## src/sv/rsa_pkg.sv

```systemverilog
// Shared types, codes and command/status structs of the rational sum accumulator.
package rsa_pkg;

    localparam int FIELD_W  = 32;
    localparam int STATUS_W = 2;

    localparam logic [STATUS_W-1:0] STATUS_OK       = 2'd0;
    localparam logic [STATUS_W-1:0] STATUS_ZERO_DIV = 2'd1;
    localparam logic [STATUS_W-1:0] STATUS_OVERFLOW = 2'd2;

    typedef enum logic [1:0] {
        MUL_AD,
        MUL_BN,
        MUL_BD
    } mul_sel_t;

    typedef enum logic [1:0] {
        DIV_GCD,
        DIV_QN,
        DIV_QD
    } div_sel_t;

    typedef struct packed {
        logic signed [FIELD_W-1:0] numerator;
        logic signed [FIELD_W-1:0] denominator;
        logic                      last;
    } rsa_in_t;

    typedef struct packed {
        logic signed [FIELD_W-1:0] sum_numerator;
        logic signed [FIELD_W-1:0] sum_denominator;
        logic [STATUS_W-1:0]       status;
    } rsa_out_t;

    typedef struct packed {
        logic                load;
        logic                mul_en;
        mul_sel_t            mul_sel;
        logic                sum_en;
        logic                div_start;
        div_sel_t            div_sel;
        logic                gcd_step;
        logic                qn_en;
        logic                qd_en;
        logic                set_raw;
        logic                set_quot;
        logic                flag_en;
        logic [STATUS_W-1:0] flag_code;
        logic                emit;
    } rsa_cmd_t;

    typedef struct packed {
        logic prod_ovf;
        logic y_zero;
        logic g_zero;
        logic quot_ovf;
        logic div_busy;
        logic div_done;
        logic last;
    } rsa_sts_t;

endpackage

```

## src/sv/rsa_stream_if.sv

```systemverilog
// Valid/ready stream interface used for the input and result channels.
interface rsa_stream_if #(
    parameter type payload_t = logic
);
    logic     valid;
    logic     ready;
    payload_t data;

    modport source (output valid, output data, input ready);
    modport sink (input valid, input data, output ready);
endinterface

```

## src/sv/rational_sum_accumulator_unit.sv

```systemverilog
// Top level of the rational sum accumulator: stream ports, controller and datapath.
//
// Adds a stream of signed fractions to a running sum that starts at 0/1 and reduces the
// sum after every addition by the Euclid divisor of its numerator and denominator; the
// fraction marked last delivers the sum with its sticky status and restarts the sum.
// One fraction is worked on at a time. Each Euclid remainder step (up to about 46 at 32
// bits) and both reduction divisions run on the single bit-serial divider; a fraction
// whose products overflow skips the Euclid loop and the divisions, and one whose raw
// sum is 0/0 skips the divisions. The next fraction is accepted while a result still
// waits to be transferred, but a fraction marked last holds in its finish state until
// the earlier result has been transferred.
module rational_sum_accumulator_unit
    import rsa_pkg::*;
#(
    parameter int DATA_WIDTH = 32
) (
    input logic         clk,
    input logic         rst_n,
    rsa_stream_if.sink   fraction,
    rsa_stream_if.source result
);

    rsa_cmd_t cmd;
    rsa_sts_t sts;

    rsa_ctrl u_ctrl (
        .clk      (clk),
        .rst_n    (rst_n),
        .in_valid (fraction.valid),
        .in_ready (fraction.ready),
        .out_valid(result.valid),
        .out_ready(result.ready),
        .cmd      (cmd),
        .sts      (sts)
    );

    rsa_datapath #(
        .DATA_WIDTH(DATA_WIDTH)
    ) u_datapath (
        .clk            (clk),
        .rst_n          (rst_n),
        .cmd            (cmd),
        .sts            (sts),
        .numerator      (fraction.data.numerator),
        .denominator    (fraction.data.denominator),
        .last           (fraction.data.last),
        .sum_numerator  (result.data.sum_numerator),
        .sum_denominator(result.data.sum_denominator),
        .status         (result.data.status)
    );

endmodule

```

## src/sv/rsa_divider.sv

```systemverilog
// Bit-serial restoring divider for unsigned magnitudes, one quotient bit per cycle.
module rsa_divider #(
    parameter int WIDTH = 32
) (
    input  logic             clk,
    input  logic             rst_n,
    input  logic             start,
    input  logic [WIDTH-1:0] dividend,
    input  logic [WIDTH-1:0] divisor,
    output logic             busy,
    output logic             done,
    output logic [WIDTH-1:0] quotient,
    output logic [WIDTH-1:0] remainder
);

    localparam int CNT_W = $clog2(WIDTH);

    logic [WIDTH-1:0] quo_reg;
    logic [WIDTH-1:0] quo_next;
    logic [WIDTH-1:0] rem_reg;
    logic [WIDTH-1:0] rem_next;
    logic [CNT_W-1:0] cnt_reg;
    logic [CNT_W-1:0] cnt_next;
    logic             busy_reg;
    logic             busy_next;
    logic             done_reg;
    logic             done_next;
    logic [WIDTH:0]   trial;
    logic [WIDTH:0]   diff;

    always_comb
    begin
        trial     = {rem_reg, quo_reg[WIDTH-1]};
        diff      = trial - {1'b0, divisor};
        quo_next  = quo_reg;
        rem_next  = rem_reg;
        cnt_next  = cnt_reg;
        busy_next = busy_reg;
        done_next = 1'b0;
        if (start)
        begin
            quo_next  = dividend;
            rem_next  = '0;
            cnt_next  = CNT_W'(WIDTH - 1);
            busy_next = 1'b1;
        end
        else if (busy_reg)
        begin
            rem_next = diff[WIDTH] ? trial[WIDTH-1:0] : diff[WIDTH-1:0];
            quo_next = {quo_reg[WIDTH-2:0], ~diff[WIDTH]};
            cnt_next = cnt_reg - 1'b1;
            if (cnt_reg == '0)
            begin
                busy_next = 1'b0;
                done_next = 1'b1;
            end
        end
    end

    always_ff @(posedge clk or negedge rst_n)
    begin
        if (!rst_n)
        begin
            cnt_reg  <= '0;
            busy_reg <= 1'b0;
            done_reg <= 1'b0;
        end
        else
        begin
            cnt_reg  <= cnt_next;
            busy_reg <= busy_next;
            done_reg <= done_next;
        end
    end

    always_ff @(posedge clk)
    begin
        quo_reg <= quo_next;
        rem_reg <= rem_next;
    end

    assign busy      = busy_reg;
    assign done      = done_reg;
    assign quotient  = quo_reg;
    assign remainder = rem_reg;

endmodule

```

## src/sv/rsa_datapath.sv

```systemverilog
// Datapath: shared multiplier, range checks, divider, Euclid registers, quotient signs and accumulator.
module rsa_datapath
    import rsa_pkg::*;
#(
    parameter int DATA_WIDTH = 32
) (
    input  logic                       clk,
    input  logic                       rst_n,
    input  rsa_cmd_t                   cmd,
    output rsa_sts_t                   sts,
    input  logic signed [FIELD_W-1:0]  numerator,
    input  logic signed [FIELD_W-1:0]  denominator,
    input  logic                       last,
    output logic signed [FIELD_W-1:0]  sum_numerator,
    output logic signed [FIELD_W-1:0]  sum_denominator,
    output logic [STATUS_W-1:0]        status
);

    localparam int DW = DATA_WIDTH;

    logic signed [DW-1:0]   n_reg;
    logic signed [DW-1:0]   d_reg;
    logic                   last_reg;
    logic signed [DW-1:0]   acc_num_reg;
    logic signed [DW-1:0]   acc_den_reg;
    logic [STATUS_W-1:0]    sticky_reg;
    logic signed [2*DW-1:0] p1_reg;
    logic signed [2*DW-1:0] p2_reg;
    logic signed [2*DW-1:0] pd_prod_reg;
    logic signed [DW-1:0]   pn_reg;
    logic signed [DW-1:0]   pd_reg;
    logic [DW-1:0]          x_mag_reg;
    logic [DW-1:0]          y_mag_reg;
    logic                   parity_reg;
    logic [DW-1:0]          qn_mag_reg;
    logic [DW-1:0]          qd_mag_reg;
    logic signed [DW-1:0]   out_num_reg;
    logic signed [DW-1:0]   out_den_reg;
    logic [STATUS_W-1:0]    out_status_reg;

    logic signed [DW-1:0]   mul_a;
    logic signed [DW-1:0]   mul_b;
    logic signed [2*DW-1:0] prod;
    logic signed [DW-1:0]   p1_lo;
    logic signed [DW-1:0]   p2_lo;
    logic signed [DW:0]     pn_wide;
    logic                   pn_ovf;
    logic                   pn_neg;
    logic                   pd_neg;
    logic                   g_neg;
    logic                   qn_neg;
    logic                   qd_neg;
    logic [DW-1:0]          pn_mag;
    logic [DW-1:0]          pd_mag;
    logic [DW-1:0]          qn_val;
    logic [DW-1:0]          qd_val;
    logic [DW-1:0]          div_dividend;
    logic [DW-1:0]          div_divisor;
    logic [DW-1:0]          div_quo;
    logic [DW-1:0]          div_rem;
    logic                   div_busy;
    logic                   div_done;

    function automatic logic fits(input logic signed [2*DW-1:0] v);
        return (v[2*DW-1:DW-1] == '0) || (v[2*DW-1:DW-1] == '1);
    endfunction

    function automatic logic [DW-1:0] abs_mag(input logic [DW-1:0] v);
        return v[DW-1] ? (~v + 1'b1) : v;
    endfunction

    always_comb
    begin
        unique case (cmd.mul_sel)
            MUL_AD:
            begin
                mul_a = acc_num_reg;
                mul_b = d_reg;
            end
            MUL_BN:
            begin
                mul_a = acc_den_reg;
                mul_b = n_reg;
            end
            MUL_BD:
            begin
                mul_a = acc_den_reg;
                mul_b = d_reg;
            end
            default:
            begin
                mul_a = acc_den_reg;
                mul_b = d_reg;
            end
        endcase
    end

    assign prod    = mul_a * mul_b;
    assign p1_lo   = p1_reg[DW-1:0];
    assign p2_lo   = p2_reg[DW-1:0];
    assign pn_wide = (DW+1)'(p1_lo) + (DW+1)'(p2_lo);
    assign pn_ovf  = pn_wide[DW] != pn_wide[DW-1];

    assign pn_neg = pn_reg[DW-1];
    assign pd_neg = pd_reg[DW-1];
    assign pn_mag = abs_mag(pn_reg);
    assign pd_mag = abs_mag(pd_reg);

    // Euclid's remainders alternate in sign between the two raw operands.
    assign g_neg  = parity_reg ? pd_neg : pn_neg;
    assign qn_neg = pn_neg ^ g_neg;
    assign qd_neg = pd_neg ^ g_neg;
    assign qn_val = qn_neg ? (~qn_mag_reg + 1'b1) : qn_mag_reg;
    assign qd_val = qd_neg ? (~qd_mag_reg + 1'b1) : qd_mag_reg;

    always_comb
    begin
        unique case (cmd.div_sel)
            DIV_GCD:
            begin
                div_dividend = x_mag_reg;
                div_divisor  = y_mag_reg;
            end
            DIV_QN:
            begin
                div_dividend = pn_mag;
                div_divisor  = x_mag_reg;
            end
            DIV_QD:
            begin
                div_dividend = pd_mag;
                div_divisor  = x_mag_reg;
            end
            default:
            begin
                div_dividend = pd_mag;
                div_divisor  = x_mag_reg;
            end
        endcase
    end

    rsa_divider #(
        .WIDTH(DW)
    ) u_divider (
        .clk      (clk),
        .rst_n    (rst_n),
        .start    (cmd.div_start),
        .dividend (div_dividend),
        .divisor  (div_divisor),
        .busy     (div_busy),
        .done     (div_done),
        .quotient (div_quo),
        .remainder(div_rem)
    );

    always_ff @(posedge clk)
    begin
        if (cmd.load)
        begin
            n_reg    <= numerator[DW-1:0];
            d_reg    <= denominator[DW-1:0];
            last_reg <= last;
        end
        if (cmd.mul_en)
        begin
            unique case (cmd.mul_sel)
                MUL_AD:  p1_reg      <= prod;
                MUL_BN:  p2_reg      <= prod;
                MUL_BD:  pd_prod_reg <= prod;
                default: pd_prod_reg <= prod;
            endcase
        end
        if (cmd.sum_en)
        begin
            pn_reg     <= pn_wide[DW-1:0];
            pd_reg     <= pd_prod_reg[DW-1:0];
            x_mag_reg  <= abs_mag(pn_wide[DW-1:0]);
            y_mag_reg  <= abs_mag(pd_prod_reg[DW-1:0]);
            parity_reg <= 1'b0;
        end
        else if (cmd.gcd_step)
        begin
            x_mag_reg  <= y_mag_reg;
            y_mag_reg  <= div_rem;
            parity_reg <= ~parity_reg;
        end
        if (cmd.qn_en)
        begin
            qn_mag_reg <= div_quo;
        end
        if (cmd.qd_en)
        begin
            qd_mag_reg <= div_quo;
        end
        if (cmd.emit)
        begin
            out_num_reg    <= acc_num_reg;
            out_den_reg    <= acc_den_reg;
            out_status_reg <= sticky_reg;
        end
    end

    always_ff @(posedge clk or negedge rst_n)
    begin
        if (!rst_n)
        begin
            acc_num_reg <= '0;
            acc_den_reg <= DW'(1);
            sticky_reg  <= STATUS_OK;
        end
        else if (cmd.emit)
        begin
            acc_num_reg <= '0;
            acc_den_reg <= DW'(1);
            sticky_reg  <= STATUS_OK;
        end
        else
        begin
            if (cmd.set_raw)
            begin
                acc_num_reg <= pn_reg;
                acc_den_reg <= pd_reg;
            end
            else if (cmd.set_quot)
            begin
                acc_num_reg <= qn_val;
                acc_den_reg <= qd_val;
            end
            if (cmd.flag_en && (sticky_reg == STATUS_OK))
            begin
                sticky_reg <= cmd.flag_code;
            end
        end
    end

    always_comb
    begin
        sts.prod_ovf = !fits(p1_reg) || !fits(p2_reg) || !fits(pd_prod_reg) || pn_ovf;
        sts.y_zero   = y_mag_reg == '0;
        sts.g_zero   = x_mag_reg == '0;
        sts.quot_ovf = (!qn_neg && qn_mag_reg[DW-1]) || (!qd_neg && qd_mag_reg[DW-1]);
        sts.div_busy = div_busy;
        sts.div_done = div_done;
        sts.last     = last_reg;
    end

    assign sum_numerator   = FIELD_W'(out_num_reg);
    assign sum_denominator = FIELD_W'(out_den_reg);
    assign status          = out_status_reg;

endmodule

```

## src/sv/rsa_ctrl.sv

```systemverilog
// Controller state machine sequencing multiply, check, Euclid loop, reduction and output.
module rsa_ctrl
    import rsa_pkg::*;
(
    input  logic     clk,
    input  logic     rst_n,
    input  logic     in_valid,
    output logic     in_ready,
    output logic     out_valid,
    input  logic     out_ready,
    output rsa_cmd_t cmd,
    input  rsa_sts_t sts
);

    localparam logic [3:0] ST_IDLE     = 4'd0;
    localparam logic [3:0] ST_MUL_AD   = 4'd1;
    localparam logic [3:0] ST_MUL_BN   = 4'd2;
    localparam logic [3:0] ST_MUL_BD   = 4'd3;
    localparam logic [3:0] ST_SUM      = 4'd4;
    localparam logic [3:0] ST_GCD_TEST = 4'd5;
    localparam logic [3:0] ST_GCD_WAIT = 4'd6;
    localparam logic [3:0] ST_QN_START = 4'd7;
    localparam logic [3:0] ST_QN_WAIT  = 4'd8;
    localparam logic [3:0] ST_QD_START = 4'd9;
    localparam logic [3:0] ST_QD_WAIT  = 4'd10;
    localparam logic [3:0] ST_UPDATE   = 4'd11;
    localparam logic [3:0] ST_FINISH   = 4'd12;

    logic [3:0] state_reg;
    logic [3:0] state_next;
    logic       out_valid_reg;
    logic       out_valid_next;

    always_comb
    begin
        cmd        = '0;
        in_ready   = 1'b0;
        state_next = state_reg;
        unique case (state_reg)
            ST_IDLE:
            begin
                in_ready = 1'b1;
                if (in_valid)
                begin
                    cmd.load   = 1'b1;
                    state_next = ST_MUL_AD;
                end
            end
            ST_MUL_AD:
            begin
                cmd.mul_en  = 1'b1;
                cmd.mul_sel = MUL_AD;
                state_next  = ST_MUL_BN;
            end
            ST_MUL_BN:
            begin
                cmd.mul_en  = 1'b1;
                cmd.mul_sel = MUL_BN;
                state_next  = ST_MUL_BD;
            end
            ST_MUL_BD:
            begin
                cmd.mul_en  = 1'b1;
                cmd.mul_sel = MUL_BD;
                state_next  = ST_SUM;
            end
            ST_SUM:
            begin
                if (sts.prod_ovf)
                begin
                    cmd.flag_en   = 1'b1;
                    cmd.flag_code = STATUS_OVERFLOW;
                    state_next    = ST_FINISH;
                end
                else
                begin
                    cmd.sum_en = 1'b1;
                    state_next = ST_GCD_TEST;
                end
            end
            ST_GCD_TEST:
            begin
                cmd.div_sel = DIV_GCD;
                if (!sts.y_zero)
                begin
                    cmd.div_start = 1'b1;
                    state_next    = ST_GCD_WAIT;
                end
                else if (sts.g_zero)
                begin
                    cmd.flag_en   = 1'b1;
                    cmd.flag_code = STATUS_ZERO_DIV;
                    cmd.set_raw   = 1'b1;
                    state_next    = ST_FINISH;
                end
                else
                begin
                    state_next = ST_QN_START;
                end
            end
            ST_GCD_WAIT:
            begin
                cmd.div_sel = DIV_GCD;
                if (sts.div_done)
                begin
                    cmd.gcd_step = 1'b1;
                    state_next   = ST_GCD_TEST;
                end
            end
            ST_QN_START:
            begin
                cmd.div_sel   = DIV_QN;
                cmd.div_start = 1'b1;
                state_next    = ST_QN_WAIT;
            end
            ST_QN_WAIT:
            begin
                cmd.div_sel = DIV_QN;
                if (sts.div_done)
                begin
                    cmd.qn_en  = 1'b1;
                    state_next = ST_QD_START;
                end
            end
            ST_QD_START:
            begin
                cmd.div_sel   = DIV_QD;
                cmd.div_start = 1'b1;
                state_next    = ST_QD_WAIT;
            end
            ST_QD_WAIT:
            begin
                cmd.div_sel = DIV_QD;
                if (sts.div_done)
                begin
                    cmd.qd_en  = 1'b1;
                    state_next = ST_UPDATE;
                end
            end
            ST_UPDATE:
            begin
                if (sts.quot_ovf)
                begin
                    cmd.flag_en   = 1'b1;
                    cmd.flag_code = STATUS_OVERFLOW;
                end
                else
                begin
                    cmd.set_quot = 1'b1;
                end
                state_next = ST_FINISH;
            end
            ST_FINISH:
            begin
                if (!sts.last)
                begin
                    state_next = ST_IDLE;
                end
                else if (!out_valid_reg || out_ready)
                begin
                    cmd.emit   = 1'b1;
                    state_next = ST_IDLE;
                end
            end
            default:
            begin
                state_next = ST_IDLE;
            end
        endcase
    end

    always_comb
    begin
        out_valid_next = out_valid_reg;
        if (cmd.emit)
        begin
            out_valid_next = 1'b1;
        end
        else if (out_ready)
        begin
            out_valid_next = 1'b0;
        end
    end

    always_ff @(posedge clk or negedge rst_n)
    begin
        if (!rst_n)
        begin
            state_reg     <= ST_IDLE;
            out_valid_reg <= 1'b0;
        end
        else
        begin
            state_reg     <= state_next;
            out_valid_reg <= out_valid_next;
        end
    end

    assign out_valid = out_valid_reg;

`ifndef SYNTH
    // A new result never overwrites one that has not been transferred.
    a_emit_free: assert property (@(posedge clk) disable iff (!rst_n)
        cmd.emit |-> (!out_valid_reg || out_ready))
        else $error("result loaded over a pending transfer");

    a_div_idle: assert property (@(posedge clk) disable iff (!rst_n)
        cmd.div_start |-> !sts.div_busy)
        else $error("divider started while busy");

    a_done_after_busy: assert property (@(posedge clk) disable iff (!rst_n)
        sts.div_done |-> $past(sts.div_busy))
        else $error("divider done without a running division");

    a_accept_starts: assert property (@(posedge clk) disable iff (!rst_n)
        (in_valid && in_ready) |=> (state_reg == ST_MUL_AD))
        else $error("accepted fraction did not start the multiply sequence");
`endif

endmodule

```

## src/flat_wrapper.sv

```systemverilog
// flat-port wrapper written by rule: the top's interface ports become plain ports
module rational_sum_accumulator_unit_flat import rsa_pkg::*;
#(
    parameter int DATA_WIDTH = 32
)
  (clk, rst_n, fraction_valid, fraction_data, fraction_ready, result_valid, result_data, result_ready);
  rsa_stream_if #(.payload_t(rsa_in_t)) fraction_i ();
  rsa_stream_if #(.payload_t(rsa_out_t)) result_i ();
  input logic clk;
  input logic rst_n;
  input wire logic [$bits(fraction_i.valid)-1:0] fraction_valid;
  input wire logic [$bits(fraction_i.data)-1:0] fraction_data;
  output wire logic [$bits(fraction_i.ready)-1:0] fraction_ready;
  output wire logic [$bits(result_i.valid)-1:0] result_valid;
  output wire logic [$bits(result_i.data)-1:0] result_data;
  input wire logic [$bits(result_i.ready)-1:0] result_ready;
  assign fraction_i.valid = fraction_valid;
  assign fraction_i.data = fraction_data;
  assign fraction_ready = fraction_i.ready;
  assign result_valid = result_i.valid;
  assign result_data = result_i.data;
  assign result_i.ready = result_ready;
  rational_sum_accumulator_unit #(.DATA_WIDTH(DATA_WIDTH)) u_core (.clk(clk), .rst_n(rst_n), .fraction(fraction_i), .result(result_i));
endmodule
```

## config.mk

```make
export PLATFORM = sky130hd
export DESIGN_NAME = rational_sum_accumulator_unit_flat
export DESIGN_NICKNAME = d
export VERILOG_FILES = /design/src/sv/rsa_pkg.sv /design/src/sv/rsa_stream_if.sv /design/src/sv/rational_sum_accumulator_unit.sv /design/src/sv/rsa_divider.sv /design/src/sv/rsa_datapath.sv /design/src/sv/rsa_ctrl.sv /design/src/flat_wrapper.sv
export SDC_FILE = /design/constraint.sdc
export NUM_CORES = 2
export LEC_CHECK = 0
export BUFFER_PORTS_ARGS = -buffer_cell sky130_fd_sc_hd__clkbuf_2
export CORE_UTILIZATION = 59
export DETAILED_ROUTE_END_ITERATION = 10
export GPL_ROUTABILITY_DRIVEN = 1
export MAX_ROUTING_LAYER = met4
export PLACE_DENSITY = 0.82
export SLEW_MARGIN = 10
export SYNTH_ARGS = -nofsm -noshare
export SYNTH_HDL_FRONTEND = slang
export SYNTH_SLANG_ARGS = --single-unit
```

## constraint.sdc

```tcl
create_clock -name clk -period 11.8 [get_ports clk]
set_clock_uncertainty 0.1 [all_clocks]
set_input_delay 1.77 -clock clk [delete_from_list [all_inputs] [get_ports clk]]
set_output_delay 1.77 -clock clk [all_outputs]
set_load 0.02 [all_outputs]
```

# Yosys cells after proc, flatten, opt, wreduce, memory -nomap -nowiden
# Cells that the tools add are included.
[op_classes] add_sub_neg=9 n_mul=1 div=0 magnitude_cmp=0 n_eq_ne=23 shifts=0 n_mux=72 n_bitwise=11 n_reduce_logical=40
[ops] cell="32-bit two-way mux" n=22
[ops] cell="32-bit by 1-bit adder with 32-bit output (second input constant)" n=6
[ops] cell="32-bit inverter" n=6
[ops] cell="33-bit == test (second input constant)" n=3
[ops] cell="33-bit zero test" n=3
[ops] cell="32-bit zero test" n=2
[ops] cell="32-bit by 32-bit multiplier with 64-bit output" n=1
[ops] cell="32-bit case mux with 2 select lines" n=1
[ops] cell="4-bit case mux with 13 select lines" n=1
[ops] cell="4-bit two-way mux" n=9
[ops] cell="32-bit by 32-bit adder with 33-bit output" n=1
[ops] cell="33-bit by 32-bit subtractor with 33-bit output" n=1
[ops] cell="1-bit two-way mux" n=27
[ops] cell="4-bit == test (second input constant)" n=5
[ops] cell="3-bit case mux with 3 select lines" n=2
[ops] cell="4-bit by 3-bit == test with 1-bit output (second input constant)" n=4
[ops] cell="3-bit two-way mux" n=4
[ops] cell="5-bit two-way mux" n=2
[ops] cell="4-bit by 2-bit == test with 1-bit output (second input constant)" n=2
[ops] cell="1-bit logical OR" n=8
[ops] cell="2-bit inequality test (second input constant)" n=4
[ops] cell="2-bit nonzero test" n=4
[ops] cell="2-bit OR reduction" n=4
[ops] cell="1-bit zero test" n=6
[ops] cell="17 further kinds" n=28
[totals] reg_bits=658 latch_bits=0 ram_bits=0 rom_bits=0 inputBits=69 mem_count=0

# Longest topological paths before layout
[depth] depth_word=11 mapped_depth=34

# Modules after synthesis
# From an unflattened synthesis, not the netlist that was laid out.
[hier_totals] cells_unflattened=6708 hier_area_um2=68050.3
[by_module_without_submodules] mod="rsa_datapath" instances=1 cells_each=6120 area_per_inst_um2=62606.3 seq_area_each_um2=17137.7
[by_module_without_submodules] mod="rsa_divider" instances=1 cells_each=514 area_per_inst_um2=4909.7 seq_area_each_um2=1776.7
[by_module_without_submodules] mod="rsa_ctrl" instances=1 cells_each=74 area_per_inst_um2=534.3 seq_area_each_um2=125.1

# Worst setup path before layout
# Ideal clock, no wire load.
[synth_timing] path_type="reg2reg" from="reg u_core.u_ctrl.state_reg[3]" to="reg u_core.u_datapath.p1_reg[60] (data pin)" setup_ns=0.273 t_arrival_ns=11.132 path_slack_ns=0.295 stages_incl_launch_ff=31 n_path_buf=4 synth_period_minus_slack_ns=11.505 cell_sequence="dfrtp_1 > clkbuf_1 > nor2_1 > and3_1 > clkbuf_1 > clkbuf_1 > buf_1 > mux2i_1 > nor2_1 > fa_1 > inv_1 > fa_1 > inv_1 > fa_1 > fa_1 > fa_1 > fa_1 > fa_1 > fa_1 > ha_1 > a21o_1 > a21o_1 > a21oi_1 > o21ai_0 > a311oi_1 > a21oi_1 > o311a_1 > or4b_2 > a221o_1 > a21oi_1 > xnor2_1"
[synth_via] elab_chain_len=5 elab_cells_between_ends=9
[synth_rtl] element="start, declared" line_no="rsa_ctrl.sv:29" rtl="logic [3:0] state_reg;"
[synth_rtl] element="start signal, assigned" line_no="rsa_ctrl.sv:194" rtl="state_reg <= state_next;"
[synth_rtl] element="4-bit by 2-bit == test with 1-bit output or 4-bit by 1-bit == test with 1-bit output (tied branches)" line_no="rsa_ctrl.sv:39" rtl="unique case (state_reg)"
[synth_rtl] element="3-bit case mux with 3 select lines (*)" line_no="rsa_ctrl.sv:39"
[synth_rtl] element="2-bit by 1-bit == test with 1-bit output or 2-bit zero test (tied branches)" line_no="rsa_datapath.sv:74" rtl="unique case (cmd.mul_sel)"
[synth_rtl] element="32-bit two-way mux" line_no="rsa_datapath.sv:74"
[synth_rtl] element="32-bit by 32-bit multiplier with 64-bit output (*)" line_no="rsa_datapath.sv:98" rtl="assign prod = mul_a * mul_b;"
[synth_rtl] element="named net u_core.u_datapath.prod[60]" line_no="rsa_datapath.sv:43" rtl="logic signed [2*DW-1:0] prod;"
[synth_rtl] element="end signal, assigned" line_no="rsa_datapath.sv:167" rtl="MUL_AD: p1_reg <= prod;"
[synth_rtl] element="end, declared" line_no="rsa_datapath.sv:27" rtl="logic signed [2*DW-1:0] p1_reg;"
# Mark *: on every way through the listed nets, which the timed path passes. The rest lies on a longest branch.
# A chain may end at the register's enable or synchronous reset.

# Worst setup path after layout
# Same ends and word-level chain as after synthesis.

==> impl_metrics.toml <==
[placement]
dp_cells = 7950
dpl.hpwl_um = 165900
gp_congestion = 1.020
portBuffers = 136

[route]
vias_per_cell = 6.244
dr.first_iter.drc_count = 6235
wire_per_inst_um = 26.62
wirelength_um = 215000
vias = 50430
dr.pass1.iters = 9
drcViolationCount = 0
ant_nets = 0

[finish]
final_nets = 7930
multiInputGateArea_um2 = 43370
finalNonFillerCells = 8076
layout_commonest_cell = "fa_1"
final.fill_count = 8769
drive_gt1_share_pct = 8.489
regArea_um2 = 19040
area_growth_pct = 7.595
final_cell_mix = "fa_1 (1084), inv_1 (986), nand2_1 (801)"
final_util_pct = 63.98

[clock_tree]
clock_sinks = 658
cts_max_level = 3
insertion_delay_ns = 0.66
cts_hold_buf = 0
cts_resized = 0
clk_pin_slew_ns = 0.06
cts_buffers = 69
cts_setup_buffers = 0
cts_tree = "yes"
root_buffer = "clkbuf_16"
clockBufferDepth = 3

[timing]
setup_viol = 0
worstMarginPinSlew_ns = 1.283
fmax_mhz = 90.84
maxSlewViolCount = 0
grt_setup_unrepaired = "no"
setup_tns_ns = 0
finalHoldViolCount = 0
hold_ws_ns = 0.3810
slew_headroom_pct = 12.67
fin_crit_sh_pct = 93.29
min_period_ns = 11.01

[grt]
grt_usage_pct = 39.21
grt_max_degree = 103
grt_overflow_total = 0
antenna_found_initial = 1
grt_pass1_vias = 52320
grt_pass1_wl_um = 321600

[critical_path]
crit_required_ns = 12.08
rr_worst_depth = 27
r2r-end = "u_core.u_datapath.p1_reg[60]$_DFFE_PP_"
endpoint = "u_core.u_datapath.p1_reg[60]$_DFFE_PP_"
crit_type = "flop to flop"
cp-start-kind = "flop"
rr_startpoint = "u_core.u_ctrl.state_reg[3]$_DFFE_PN0P_"
cp.arrival_ns = 11.29
worstPathMaxFanout = 21
rrSetupSlack_ns = 0.79
end_kind = "flop"
crit_start = "u_core.u_ctrl.state_reg[3]$_DFFE_PN0P_"

[pwr]
power.density_nw_per_um2 = 66.01
p_leak_nw = 30.49
finalPower_mw = 4.745
ir_drop_uv = 109.8

[synthesis]
syn-instance-count = 6475
ys_dominant_reg_cell = "edfxtp_1"
seq_area_frac_synth_pct = 28.50
avgSynthCellArea_um2 = 10.32
netlist_area_um2 = 66810
yosysWarnings = 0
async_flop_share_pct = 11.85
synth_edf_count = 547
yosys_register_bits = 658
synth_cell_types = 84
synthesis.nets = 7884

[floorplan]
die_w_um = 338.5
io_pins = 137
die_h_um = 338.5
die_area_um2 = 114600
coreArea_um2 = 112300
start_util_pct = 59.46
num_rows = 123

[status]
status = "finished clean"

[job]
cap_violations = 0

[hold_path]
hp-start = "u_core.u_datapath.u_divider.quotient[13]$_DFFE_PP_"
min_path_type = "flop to flop"
[how the worst min path moves through the flow]
stage	endpoint	cells after the start
2_1_floorplan	u_core.u_datapath.pd_reg[31]$_DFFE_PP_	0
3_3_place_gp	u_core.u_datapath.qd_mag_reg[16]$_DFFE_PP_	0
3_5_place_dp	u_core.u_datapath.qd_mag_reg[10]$_DFFE_PP_	0
4_1_cts	u_core.u_datapath.qd_mag_reg[13]$_DFFE_PP_	0
5_1_grt	u_core.u_datapath.qn_mag_reg[18]$_DFFE_PP_	0
6_report	u_core.u_datapath.qd_mag_reg[13]$_DFFE_PP_	0
[power by group]
part	internal, mW	switching (mW)
logic	0.00820	0.00962
registers	2.49	0.0000000000000000160
clock network	1.27	0.975
[cells by family (layout without fill, tap and decap cells)]
| logic type | after synthesis | after routing | share of synthesized area [%] |
|---|---|---|---|
| compound gates | 813 | 813 | 7.465 |
| xor+xnor | 300 | 300 | 3.933 |
| fa+ha+maj | 1340 | 1340 | 37.28 |
| buf+inv | 1265 | 1363 | 7.119 |
| flops | 658 | 658 | 28.50 |
| mux | 242 | 242 | 3.853 |
| other cells | 0 | 3 | 0 |
| simple gates | 1857 | 1857 | 11.85 |
[area by class of cell]
class                   instances  share of cell area, %
diodes                          3                0.01044
clock buffers                  87                  2.568
clock inverters                36                 0.6423
inverters                     988                  5.159
multi-input cells            4552                  60.34
flip-flops and latches        658                  26.49
well taps                    1500                  2.611
repair buffers                252                  2.179
[routing by layer]
metal | track usage [%] | wire (µm) | vias up
li1 | - | - | 21010
met1 | 47.86 | 75390 | 25230
met2 | 59.52 | 97160 | 3304
met3 | 9.393 | 25910 | 888
met4 | 23.51 | 16520 | 0
met5 | - | 0 | -
[per-stage QoR]
step,cell area (µm²),worst slack (ns)
5_1_grt,71870,0.5080
6_report,71880,0.7922
3_3_place_gp,69560,1.117
2_1_floorplan,66810,0.2949
3_5_place_dp,69560,1.012
4_1_cts,71870,0.9723
[synthesized netlist by cell type (all sizes together) (5+ instances only)]
cell | count | area [µm²]
fa | 1084 | 21700
inv | 987 | 3705
nand2 | 803 | 3014
nor2 | 665 | 2496
edfxtp | 547 | 16430
o21ai | 340 | 1702
ha | 256 | 3203
clkbuf | 253 | 949.7
xnor2 | 178 | 1559
a21oi | 163 | 815.8
mux2i | 124 | 1241
xor2 | 122 | 1069
mux2 | 118 | 1333
dfrtp | 77 | 1927
nor4 | 67 | 419.2
a21o | 63 | 473.0
nor3 | 49 | 245.2
nand4 | 44 | 275.3
nand3 | 43 | 215.2
o31ai | 38 | 285.3
nand2b | 37 | 231.5
dfxtp | 33 | 660.6
o211ai | 31 | 232.7
or4 | 29 | 225.2
o41ai | 26 | 246.5
or3 | 25 | 156.4
a31oi | 24 | 150.1
buf | 24 | 97.59
o21bai | 24 | 180.2
or2 | 23 | 143.9
and2 | 22 | 137.6
o21a | 21 | 157.7
and3 | 17 | 106.4
nor2b | 16 | 100.1
a211oi | 15 | 125.1
o22ai | 7 | 43.79
a311oi | 6 | 52.55
nor3b | 6 | 45.04
a221oi | 5 | 50.04
[worst max-delay path, stage by stage, from the launching register on]
cell      delay [ns]
dfrtp_1         0.50
nor2_1          0.29
and3_4          0.51
buf_4           0.31
mux2i_4         0.96
nor2_1          0.18
fa_1            0.55
fa_1            0.51
inv_1           0.05
fa_1            0.46
fa_1            0.51
inv_1           0.06
fa_1            0.56
fa_1            0.44
fa_1            0.51
fa_1            0.41
ha_1            0.36
a21oi_1         0.56
nor3_1          0.11
a211oi_1        0.22
o21ai_0         0.21
a311oi_1        0.43
a21oi_1         0.22
o311a_1         0.41
or4b_2          0.62
a221o_1         0.33
a21oi_1         0.18
xnor2_1         0.11
Power figures use the tool's default switching activity.
